## src/hw/rtl/dllm_pkg.sv

```systemverilog
// shared constants, codes and beat types for the linked list manager
`timescale 1ns / 1ps

package dllm_pkg;

	localparam int NODE_COUNT = 64;
	localparam int NODE_W     = 6;
	localparam int LINK_W     = 7;

	// link value meaning "no node"
	localparam logic [LINK_W-1:0] NO_NODE = LINK_W'(NODE_COUNT);

	localparam logic [1:0] CMD_ADD_FRONT = 2'd0;
	localparam logic [1:0] CMD_ADD_END   = 2'd1;
	localparam logic [1:0] CMD_REMOVE    = 2'd2;
	localparam logic [1:0] CMD_POP_FRONT = 2'd3;

	localparam logic [1:0] ST_OK         = 2'd0;
	localparam logic [1:0] ST_EMPTY      = 2'd1;
	localparam logic [1:0] ST_LISTED     = 2'd2;
	localparam logic [1:0] ST_NOT_LISTED = 2'd3;

	typedef struct packed {
		logic [1:0]        command;
		logic [NODE_W-1:0] node;
	} req_t;

	typedef struct packed {
		logic [LINK_W-1:0] taken_node;
		logic [1:0]        status;
		logic [LINK_W-1:0] head_node;
		logic [LINK_W-1:0] tail_node;
	} rsp_t;

	typedef struct packed {
		logic capture;
		logic commit;
	} ctrl_cmd_t;

endpackage

```

## src/hw/rtl/dllm_ram.sv

```systemverilog
// generic single write port ram with registered read
`timescale 1ns / 1ps

module dllm_ram #(
	parameter int WIDTH  = 8,
	parameter int DEPTH  = 64,
	parameter int ADDR_W = $clog2(DEPTH)
) (
	input  logic              clk,
	input  logic              we,
	input  logic [ADDR_W-1:0] waddr,
	input  logic [WIDTH-1:0]  wdata,
	input  logic              re,
	input  logic [ADDR_W-1:0] raddr,
	output logic [WIDTH-1:0]  rdata
);

	logic [WIDTH-1:0] mem_q [DEPTH];
	logic [WIDTH-1:0] rdata_q;

	always_ff @(posedge clk) begin
		if (we) begin
			mem_q[waddr] <= wdata;
		end
		if (re) begin
			rdata_q <= mem_q[raddr];
		end
	end

	assign rdata = rdata_q;

endmodule

```

## src/hw/rtl/dllm_ctrl.sv

```systemverilog
// controller: sequences capture and commit of one command, owns the result valid
`timescale 1ns / 1ps

module dllm_ctrl (
	input  logic                clk,
	input  logic                arst_n,
	input  logic                req_valid,
	output logic                req_stall,
	output logic                rsp_valid,
	input  logic                rsp_stall,
	output dllm_pkg::ctrl_cmd_t cmd
);

	localparam logic ST_IDLE = 1'b0;
	localparam logic ST_EXEC = 1'b1;

	logic state_q;
	logic state_d;
	logic rsp_valid_q;
	logic accept;
	logic commit;

	assign accept = (state_q == ST_IDLE) && req_valid;
	// result register free this cycle if empty or being drained
	assign commit = (state_q == ST_EXEC) && (!rsp_valid_q || !rsp_stall);

	always_comb begin
		state_d = state_q;
		unique case (state_q)
			ST_IDLE: begin
				if (accept) begin
					state_d = ST_EXEC;
				end
			end
			ST_EXEC: begin
				if (commit) begin
					state_d = ST_IDLE;
				end
			end
			default: state_d = ST_IDLE;
		endcase
	end

	always_ff @(posedge clk or negedge arst_n) begin
		if (!arst_n) begin
			state_q     <= ST_IDLE;
			rsp_valid_q <= 1'b0;
		end else begin
			state_q <= state_d;
			if (commit) begin
				rsp_valid_q <= 1'b1;
			end else if (!rsp_stall) begin
				rsp_valid_q <= 1'b0;
			end
		end
	end

	assign req_stall   = (state_q != ST_IDLE);
	assign rsp_valid   = rsp_valid_q;
	assign cmd.capture = accept;
	assign cmd.commit  = commit;

endmodule

```

## src/hw/rtl/dllm_dpath.sv

```systemverilog
// datapath: link tables, head and tail, membership bits and the result register
`timescale 1ns / 1ps

module dllm_dpath (
	input  logic                clk,
	input  logic                arst_n,
	input  dllm_pkg::req_t      req,
	input  dllm_pkg::ctrl_cmd_t cmd,
	output dllm_pkg::rsp_t      rsp
);

	localparam int NW = dllm_pkg::NODE_W;
	localparam int LW = dllm_pkg::LINK_W;

	logic [1:0]                    command_q;
	logic [NW-1:0]                 node_q;
	logic [LW-1:0]                 head_q;
	logic [LW-1:0]                 tail_q;
	logic [dllm_pkg::NODE_COUNT-1:0] on_list_q;
	dllm_pkg::rsp_t                rsp_q;

	logic [NW-1:0] rd_addr;
	logic [LW-1:0] next_rd;
	logic [LW-1:0] prev_rd;

	logic          next_we;
	logic [NW-1:0] next_waddr;
	logic [LW-1:0] next_wdata;
	logic          prev_we;
	logic [NW-1:0] prev_waddr;
	logic [LW-1:0] prev_wdata;

	logic [LW-1:0] head_d;
	logic [LW-1:0] tail_d;
	logic [LW-1:0] taken_d;
	logic [1:0]    status_d;
	logic          set_member;
	logic          clr_member;
	logic [NW-1:0] target;
	logic [LW-1:0] target_ext;
	logic [LW-1:0] p_link;
	logic [LW-1:0] q_link;
	logic          empty;
	logic          listed;

	// pop reads the head's links, everything else reads the named node
	assign rd_addr = (req.command == dllm_pkg::CMD_POP_FRONT) ? head_q[NW-1:0] : req.node;

	dllm_ram #(.WIDTH(LW), .DEPTH(dllm_pkg::NODE_COUNT)) u_next_ram (
		.clk   (clk),
		.we    (next_we),
		.waddr (next_waddr),
		.wdata (next_wdata),
		.re    (cmd.capture),
		.raddr (rd_addr),
		.rdata (next_rd)
	);

	dllm_ram #(.WIDTH(LW), .DEPTH(dllm_pkg::NODE_COUNT)) u_prev_ram (
		.clk   (clk),
		.we    (prev_we),
		.waddr (prev_waddr),
		.wdata (prev_wdata),
		.re    (cmd.capture),
		.raddr (rd_addr),
		.rdata (prev_rd)
	);

	assign empty      = (head_q == dllm_pkg::NO_NODE);
	assign listed     = on_list_q[node_q];
	assign target     = (command_q == dllm_pkg::CMD_POP_FRONT) ? head_q[NW-1:0] : node_q;
	assign target_ext = {1'b0, target};
	// end links in the tables are not relied on, they follow from head and tail
	assign p_link = (target_ext == head_q) ? dllm_pkg::NO_NODE : prev_rd;
	assign q_link = (target_ext == tail_q) ? dllm_pkg::NO_NODE : next_rd;

	always_comb begin
		head_d     = head_q;
		tail_d     = tail_q;
		taken_d    = dllm_pkg::NO_NODE;
		status_d   = dllm_pkg::ST_OK;
		set_member = 1'b0;
		clr_member = 1'b0;
		next_we    = 1'b0;
		next_waddr = target;
		next_wdata = q_link;
		prev_we    = 1'b0;
		prev_waddr = target;
		prev_wdata = p_link;
		unique case (command_q)
			dllm_pkg::CMD_ADD_FRONT, dllm_pkg::CMD_ADD_END: begin
				if (listed) begin
					status_d = dllm_pkg::ST_LISTED;
				end else begin
					set_member = 1'b1;
					if (empty) begin
						head_d = {1'b0, node_q};
						tail_d = {1'b0, node_q};
					end else if (command_q == dllm_pkg::CMD_ADD_FRONT) begin
						next_we    = 1'b1;
						next_waddr = node_q;
						next_wdata = head_q;
						prev_we    = 1'b1;
						prev_waddr = head_q[NW-1:0];
						prev_wdata = {1'b0, node_q};
						head_d     = {1'b0, node_q};
					end else begin
						prev_we    = 1'b1;
						prev_waddr = node_q;
						prev_wdata = tail_q;
						next_we    = 1'b1;
						next_waddr = tail_q[NW-1:0];
						next_wdata = {1'b0, node_q};
						tail_d     = {1'b0, node_q};
					end
				end
			end
			dllm_pkg::CMD_REMOVE, dllm_pkg::CMD_POP_FRONT: begin
				if (empty) begin
					status_d = dllm_pkg::ST_EMPTY;
				end else if (command_q == dllm_pkg::CMD_REMOVE && !listed) begin
					status_d = dllm_pkg::ST_NOT_LISTED;
				end else begin
					clr_member = 1'b1;
					if (command_q == dllm_pkg::CMD_POP_FRONT) begin
						taken_d = head_q;
					end
					// splice neighbors around the target
					if (p_link != dllm_pkg::NO_NODE) begin
						next_we    = 1'b1;
						next_waddr = p_link[NW-1:0];
						next_wdata = q_link;
					end else begin
						head_d = q_link;
					end
					if (q_link != dllm_pkg::NO_NODE) begin
						prev_we    = 1'b1;
						prev_waddr = q_link[NW-1:0];
						prev_wdata = p_link;
					end else begin
						tail_d = p_link;
					end
				end
			end
			default: status_d = dllm_pkg::ST_OK;
		endcase
		next_we = next_we && cmd.commit;
		prev_we = prev_we && cmd.commit;
	end

	always_ff @(posedge clk or negedge arst_n) begin
		if (!arst_n) begin
			head_q    <= dllm_pkg::NO_NODE;
			tail_q    <= dllm_pkg::NO_NODE;
			on_list_q <= '0;
		end else if (cmd.commit) begin
			head_q <= head_d;
			tail_q <= tail_d;
			if (set_member) begin
				on_list_q[node_q] <= 1'b1;
			end
			if (clr_member) begin
				on_list_q[target] <= 1'b0;
			end
		end
	end

	always_ff @(posedge clk) begin
		if (cmd.capture) begin
			command_q <= req.command;
			node_q    <= req.node;
		end
		if (cmd.commit) begin
			rsp_q.taken_node <= taken_d;
			rsp_q.status     <= status_d;
			rsp_q.head_node  <= head_d;
			rsp_q.tail_node  <= tail_d;
		end
	end

	assign rsp = rsp_q;

endmodule

```

## src/hw/rtl/doubly_linked_list_manager_unit.sv

```systemverilog
// Flow: an accepted command beat is captured and its links are read; in the execute state the
// result is committed into the result register, from which it leaves when not stalled.
// One command is in flight at a time; the link tables are rams with a
// registered read, read when the command is captured and written back when it commits.
// A stalled result holds the next command in its execute state until the result can move.
// Reset empties the list and clears all membership bits at once; the link
// tables are not cleared and need no pass.
`timescale 1ns / 1ps

module doubly_linked_list_manager_unit (
	input  logic           clk,
	input  logic           arst_n,
	input  logic           req_valid,
	output logic           req_stall,
	input  dllm_pkg::req_t req,
	output logic           rsp_valid,
	input  logic           rsp_stall,
	output dllm_pkg::rsp_t rsp
);

	dllm_pkg::ctrl_cmd_t cmd;

	dllm_ctrl u_ctrl (
		.clk       (clk),
		.arst_n    (arst_n),
		.req_valid (req_valid),
		.req_stall (req_stall),
		.rsp_valid (rsp_valid),
		.rsp_stall (rsp_stall),
		.cmd       (cmd)
	);

	dllm_dpath u_dpath (
		.clk    (clk),
		.arst_n (arst_n),
		.req    (req),
		.cmd    (cmd),
		.rsp    (rsp)
	);

	// one command in flight at a time
	a_busy_after_accept: assert property (@(posedge clk) disable iff (!arst_n)
		req_valid && !req_stall |=> req_stall)
		else $error("command accepted while another is in flight");

	a_head_tail_agree: assert property (@(posedge clk) disable iff (!arst_n)
		rsp_valid |-> ((rsp.head_node == dllm_pkg::NO_NODE) ==
			(rsp.tail_node == dllm_pkg::NO_NODE)))
		else $error("head and tail disagree on an empty list");

	a_taken_ok: assert property (@(posedge clk) disable iff (!arst_n)
		rsp_valid && (rsp.taken_node != dllm_pkg::NO_NODE) |-> rsp.status == dllm_pkg::ST_OK)
		else $error("node taken with an error status");

	a_commit_fills: assert property (@(posedge clk) disable iff (!arst_n)
		cmd.commit |=> rsp_valid)
		else $error("committed result not presented");

endmodule

```

## config.mk

```make
export PLATFORM = sky130hd
export DESIGN_NAME = doubly_linked_list_manager_unit
export DESIGN_NICKNAME = d
export VERILOG_FILES = /design/src/hw/rtl/dllm_pkg.sv /design/src/hw/rtl/dllm_ram.sv /design/src/hw/rtl/dllm_ctrl.sv /design/src/hw/rtl/dllm_dpath.sv /design/src/hw/rtl/doubly_linked_list_manager_unit.sv
export SDC_FILE = /design/constraint.sdc
export NUM_CORES = 1
export LEC_CHECK = 0
export BUFFER_PORTS_ARGS = -buffer_cell sky130_fd_sc_hd__buf_2
export CORE_MARGIN = 3
export CORE_UTILIZATION = 40
export DETAILED_ROUTE_END_ITERATION = 7
export PLACE_DENSITY = 0.59
export SYNTH_ARGS = -nofsm -noshare
export SYNTH_HDL_FRONTEND = slang
export SYNTH_SLANG_ARGS = --single-unit
export TNS_END_PERCENT = 20
```

## constraint.sdc

```tcl
create_clock -name clk -period 11.85 [get_ports clk]
set_clock_uncertainty 0.05 [all_clocks]
set_input_delay 0.5925 -clock clk [delete_from_list [all_inputs] [get_ports clk]]
set_output_delay 0.5925 -clock clk [all_outputs]
set_load 0.01 [all_outputs]
```

After elaboration in Yosys (flattened, before gate mapping):

Memory sizes are Yosys's and may differ from the RTL's. A register that Yosys moved wholly into a read port is not among the register bits.
Cells that the tools add are included.

* order comparisons: 4
* bitwise gates (word level): 6
* mux-type cells: 77
* reduce and logical (&&, ||, !) cells: 15
* equality and inequality tests: 10

Operators with widths (count)
* 2-to-1 mux 64 bit: 3
* 2-to-1 mux 7 bit: 20
* 2-to-1 mux 6 bit: 14
* bitwise AND 64 bit: 1
* NOT 64 bit: 1
* OR 64 bit: 1
* one-hot mux 7 bit (2 select lines): 4
* 2-to-1 mux 1 bit: 24
* one-hot mux 6 bit (2 select lines): 2
* equality test 6 x 7 -> 1 bit: 2
* < comparator 6 x 7 -> 1 bit, second input constant: 2
* inequality test 7 bit, second input constant: 2
* demux 1 bit (select 6 bit): 2
* >= comparator 6 x 1 -> 1 bit, second input constant: 2
* equality test 7 bit, second input constant: 1
* logical AND 1 bit: 7
* binary-select mux 1 bit (select 6 bit): 1
* equality test 2 bit, second input constant: 3
* 2-to-1 mux 2 bit: 3
* one-hot mux 1 bit (2 select lines): 3
* one-hot mux 2 bit (2 select lines): 1
* OR reduction 2 bit: 2
* OR reduction 4 bit: 1
* logical NOT 1 bit: 3
* other kinds (5): 7

* register bits: 111
* memory bits (writable): 896
* memories kept: 2

Memories
* u_dpath.u_next_ram.mem_q: words 64, width 7, rd ports 1, clocked after memory_dff 1, wr ports 1, RTL line dllm_ram.sv:18 `logic [WIDTH-1:0] mem_q [DEPTH];`
* u_dpath.u_prev_ram.mem_q: words 64, width 7, rd ports 1, clocked after memory_dff 1, wr ports 1, RTL line dllm_ram.sv:18

Logic depth before layout (Yosys ltp):

* depth in word-level cells: 12
* mapped depth: 14
* depth with buffers taken out: 10

By module:

Synthesis repeated with hierarchy kept, for this count alone.

* cells, all modules: 2441
* area total of the unflattened synthesis: 42753.5 sq um

Modules (own cells, without submodules)
* dllm_ram (u_dpath.u_next_ram): cells an instance 837, times used 1, area an instance 17743.3 sq um
* dllm_ram (u_dpath.u_prev_ram): cells an instance 827, times used 1, area an instance 17705.7 sq um
* dllm_dpath: cells an instance 769, times used 1, area an instance 7205.7 sq um
* dllm_ctrl: cells an instance 8, times used 1, area an instance 98.8 sq um

Worst setup path after synthesis:

OpenSTA, ideal clock, no wires.

* path type: reg2reg
* start: reg u_dpath.node_q[2]
* end: mem u_dpath.u_prev_ram.mem_q[0][6] in the netlist's numbering, data pin
* arrival time: 4.507 ns
* path buffers: 3
* period minus slack after synthesis: 5.259 ns
* library setup time: 0.702 ns
* setup slack: 6.591 ns
* cell stages (with the launch flop): 11
* path through: edfxtp_1 > buf_2 > buf_6 > a21oi_1 > a211oi_1 > o311ai_0 > o31a_1 > o2111ai_1 > nor2_1 > clkbuf_1 > o21ai_0

* word-level cells in the longest chain between the ends: 6

Ends and longest elaborated chain
* from (decl): RTL line dllm_dpath.sv:16 `logic [NW-1:0] node_q;`
* from (signal assigned): RTL line dllm_dpath.sv:171 `node_q <= req.node;`
* branches (longest 5 deep; another with 2-to-1 mux 7 bit)
* one-hot mux 7 bit (2 select lines) (*): RTL line dllm_dpath.sv:90 `unique case (command_q)`
* via u_dpath.prev_wdata[6]: RTL line dllm_dpath.sv:31 `logic [LW-1:0] prev_wdata;`
* to (decl): RTL line dllm_ram.sv:18

Mark *: on every way through the listed nets, which the timed path passes. The select of a mux whose other input is x is not followed.

Final worst setup path:

* start: reg u_dpath.node_q[0]
* end: mem u_dpath.u_next_ram.mem_q[39][0] in the netlist's numbering (enable)

* word-level cells in the longest chain between the ends: 11

Ends and longest elaborated chain
* 2-to-1 mux 6 bit: RTL line dllm_dpath.sv:71 `assign target = (command_q == dllm_pkg::CMD_POP_FRONT) ? head_q[NW-1:0] : node_q;`
* equality test 6 x 7 -> 1 bit: RTL line dllm_dpath.sv:74 `assign p_link = (target_ext == head_q) ? dllm_pkg::NO_NODE : prev_rd;`
* 2-to-1 mux 7 bit: RTL line dllm_dpath.sv:74
* inequality test 7 bit: RTL line dllm_dpath.sv:129 `if (p_link != dllm_pkg::NO_NODE) begin`
* 2-to-1 mux 1 bit: RTL line dllm_dpath.sv:129
* 2-to-1 mux 1 bit: RTL line dllm_dpath.sv:121 `end else if (command_q == dllm_pkg::CMD_REMOVE && !listed) begin`
* 2-to-1 mux 1 bit: RTL line dllm_dpath.sv:119 `if (empty) begin`
* one-hot mux 1 bit (2 select lines): RTL line dllm_dpath.sv:90
* logical AND 1 bit: RTL line dllm_dpath.sv:147 `next_we = next_we && cmd.commit;`
* 2-to-1 mux 1 bit: RTL line dllm_ram.sv:22 `if (we) begin`
* 2-to-1 mux 1 bit (implied by the code): RTL line dllm_ram.sv:23 `mem_q[waddr] <= wdata;`
* to (decl): RTL line dllm_ram.sv:18

Parallel ways exist; a longest one is shown, timed or not. The select of a mux whose other input is x is not followed.

==> reports/qor.yml <==
drt:
  first_pass_iters: 8
  via_count: 23419
  antenna_left: 0
  vias_per_cell: 5.903
  wirelength_um: 104700
  wl_per_cell_um: 26.39
  drc: 0
  drt_iter0_markers: 2450
synth:
  syn_nets: 2466
  synth_area_leaders: "edfxtp_1, mux4_2, dfrtp_1, a21oi_1, nor2_1"
  ys_async_sr_fraction_pct: 7.835
  syn_area_sq_um: 42230
  synthXorXnorAreaFrac_pct: 0.1867
  synth_top_area_share_pct: 66.92
  yosysSeqAreaShare_pct: 71.66
  synth-compound-area-share_pct: 6.391
  yosysTopAreaCell: "edfxtp_1"
  synth_cell_types: 82
  yosys_warnings: 0
  synthSimpleGateAreaFrac_pct: 6.068
  syn_area_per_cell_sq_um: 17.21
  synth_edf_count: 941
  synthAdderAreaFrac_pct: 0
  syn_inst: 2454
  ys_ff_latch: 1021
  synth.mux.area_fraction_pct: 14.07
  synth_top_family_by_area: "multiplexers"
  synth_ff_type: "edfxtp_1"
sta:
  min_period_ns: 5.630
  maxSlewViolCount: 0
  setup_tns_ns: 0
  worstMarginPinSlew_ns: 1.407
  rsz0062_at_grt: "false"
  fmax_mhz: 177.6
  finalHoldViolations: 0
  slew_headroom_pct: 6.180
  finalSetupViolCount: 0
  period_share_pct: 47.51
clocking:
  clock_latency_ns: 0.69
  clk_pin_slew_ns: 0.06
  postCtsSetupBuffers: 0
  cts_tree: "yes"
  cts_resized: 0
  clockBufferDepth: 3
  cts_hold_buf: 0
  ctsHtreeMaxLevel: 3
  root_buffer: "clkbuf_16"
  clock_sinks: 1021
  cts_buffers: 102
critical_path:
  crit_chain: "buf_4, nand2b_1, o32ai_1, a211oi_2, o311ai_4, nor2_1, a211oi_1, and3_1, a21boi_1, nand3_1, nor2_1"
  crit_buf_inv: 1
  crit_family: "simple AND/OR/NAND/NOR gates"
  cp-start-kind: "flip-flop"
  endpoint_kind: "flip-flop"
  r2r_slack_ns: 6.22
  cp_slowest_cell: "nor2_1"
  crit_required_ns: 12.10
  critical_path_class: "flip-flop to flip-flop"
  cp_max_fo: 16
  max_stage_delay_ns: 0.86
  crit_top_cell: "nor2_1"
  cp.arrival_ns: 5.88
min_path:
  hold_class: "input pin to asynchronous set/reset pin"
floorplanning:
  dieWidth_um: 330.9
  core_area_sq_um: 104100
  dieArea_sq_um: 109500
  pin_count: 37
  initial_utilization_pct: 40.57
  fp.dieH_um: 330.9
  rows: 118
placement:
  dp_hpwl_um: 62440
  port_buffers: 36
  place.gp.congestion: 0.9337
power_and_ir_drop:
  p_per_area_nw_per_um2: 206.4
  leakage_nw: 15.26
  total_power_mw: 9.810
  irDropWorstVdd_mv: 0.1308
flow_run:
  drv_cap: 0
layout:
  final_common_cell: "edfxtp_1"
  drive_gt1_share_pct: 21.08
  fillers: 8845
  area_growth_pct: 12.57
  finish.net_count: 2507
  final_cell_mix: "edfxtp_1, mux4_2, a21oi_1"
outcome:
  status: "complete, no violations"
global_route:
  grtUsageTotal_pct: 19.19
  overflow: 0
  grt_max_degree: 142
  antenna_found_initial: 4
  grt_pass1_wl_um: 157300
  grt_pass1_vias: 23938
## per-layer routing
layer | up-vias | global-route usage [%] | routed length [um]
met5 | - | 0 | 0
li1 | 9995 | - | -
met3 | 232 | 3.375 | 7591
met2 | 1041 | 31.04 | 50550
met1 | 12151 | 26.75 | 43440
met4 | 0 | 5.771 | 3103
## cells in the mapped netlist, drive strengths merged, types with 5 or more instances
master	count
and3	9
inv	15
nand2b	13
nor3	24
a21oi	195
or3	5
nand3	44
nor2	175
clkbuf	94
nand4	5
a311oi	30
edfxtp	941
and2	70
nor2b	6
a31oi	35
mux2	26
nand2	155
o21ai	9
a211oi	77
nor4	14
xor2	5
dfrtp	78
o22ai	12
buf	49
mux4	224
mux2i	60
o311ai	5
## final timing paths
path,cells past startpoint,endpoint,startpoint
min,1,u_dpath.on_list_q[43]$_DFFE_PN0P_,arst_n
min in group clk,1,u_dpath.command_q[1]$_DFFE_PP_,req[7]
max reg2reg,11,u_dpath.u_next_ram.mem_q[39][0]$_DFFE_PP_,u_dpath.node_q[0]$_DFFE_PP_
min reg2reg,2,u_dpath.on_list_q[6]$_DFFE_PN0P_,u_dpath.on_list_q[6]$_DFFE_PN0P_
max in group asynchronous,1,u_dpath.on_list_q[49]$_DFFE_PN0P_,arst_n
max,11,u_dpath.u_next_ram.mem_q[39][0]$_DFFE_PP_,u_dpath.node_q[0]$_DFFE_PP_
## flip-flops by register name, summed over array words and instances, names as in the netlist
| signal | count |
|---|---|
| u_dpath.tail_q | 7 |
| u_dpath.rsp | 23 |
| u_dpath.u_prev_ram.rdata | 7 |
| u_dpath.on_list_q | 64 |
| u_ctrl.req_stall | 1 |
| u_dpath.command_q | 2 |
| u_ctrl.rsp_valid | 1 |
| u_dpath.head_q | 7 |
| u_dpath.node_q | 6 |
| u_dpath.u_next_ram.rdata | 7 |
| u_dpath.u_prev_ram.mem_q | 448 |
| u_dpath.u_next_ram.mem_q | 448 |
## layout make-up
cell class	count	area, sq um	share of cell area (%)
Antenna cell	2	5.005	0.01053
Multi-Input combinational cell	1273	11550	24.30
Inverter	17	63.81	0.1342
Timing Repair Buffer	80	550.5	1.158
Sequential cell	1021	30260	63.66
Tap cell	1380	1727	3.633
Clock buffer	119	2679	5.636
Clock inverter	75	695.7	1.464
## cells by family after synthesis
kind of cell	count (synthesis)
and+or+nand+nor	541
DFF	1021
buffers and inverters	160
xor gates and xnor gates	9
muxes	310
AOI/OAI and AO/OA	413
## metrics by stage
stage	instances	cell area [sq um]	setup WS (ns)	hold WS [ns]	util, %
after floorplan	2454	42230	6.591	0.2469	-
after global placement	3771	44150	6.160	0.4525	42.42
after detailed placement	3771	44150	6.180	0.4607	42.42
after CTS	3965	47530	6.332	0.02932	45.66
after global routing	3965	47530	6.044	0.05751	45.66
final	3967	47530	6.220	0.04180	45.67
## where the power goes
part | total, mW | internal, mW | switching (mW)
clock | 3.20 | 1.81 | 1.39
combinational | 2.02 | 0.632 | 1.39
sequential | 4.59 | 4.47 | 0.122
total | 9.81 | 6.91 | 2.90
Note: power is estimated with default switching activity, not from simulation.
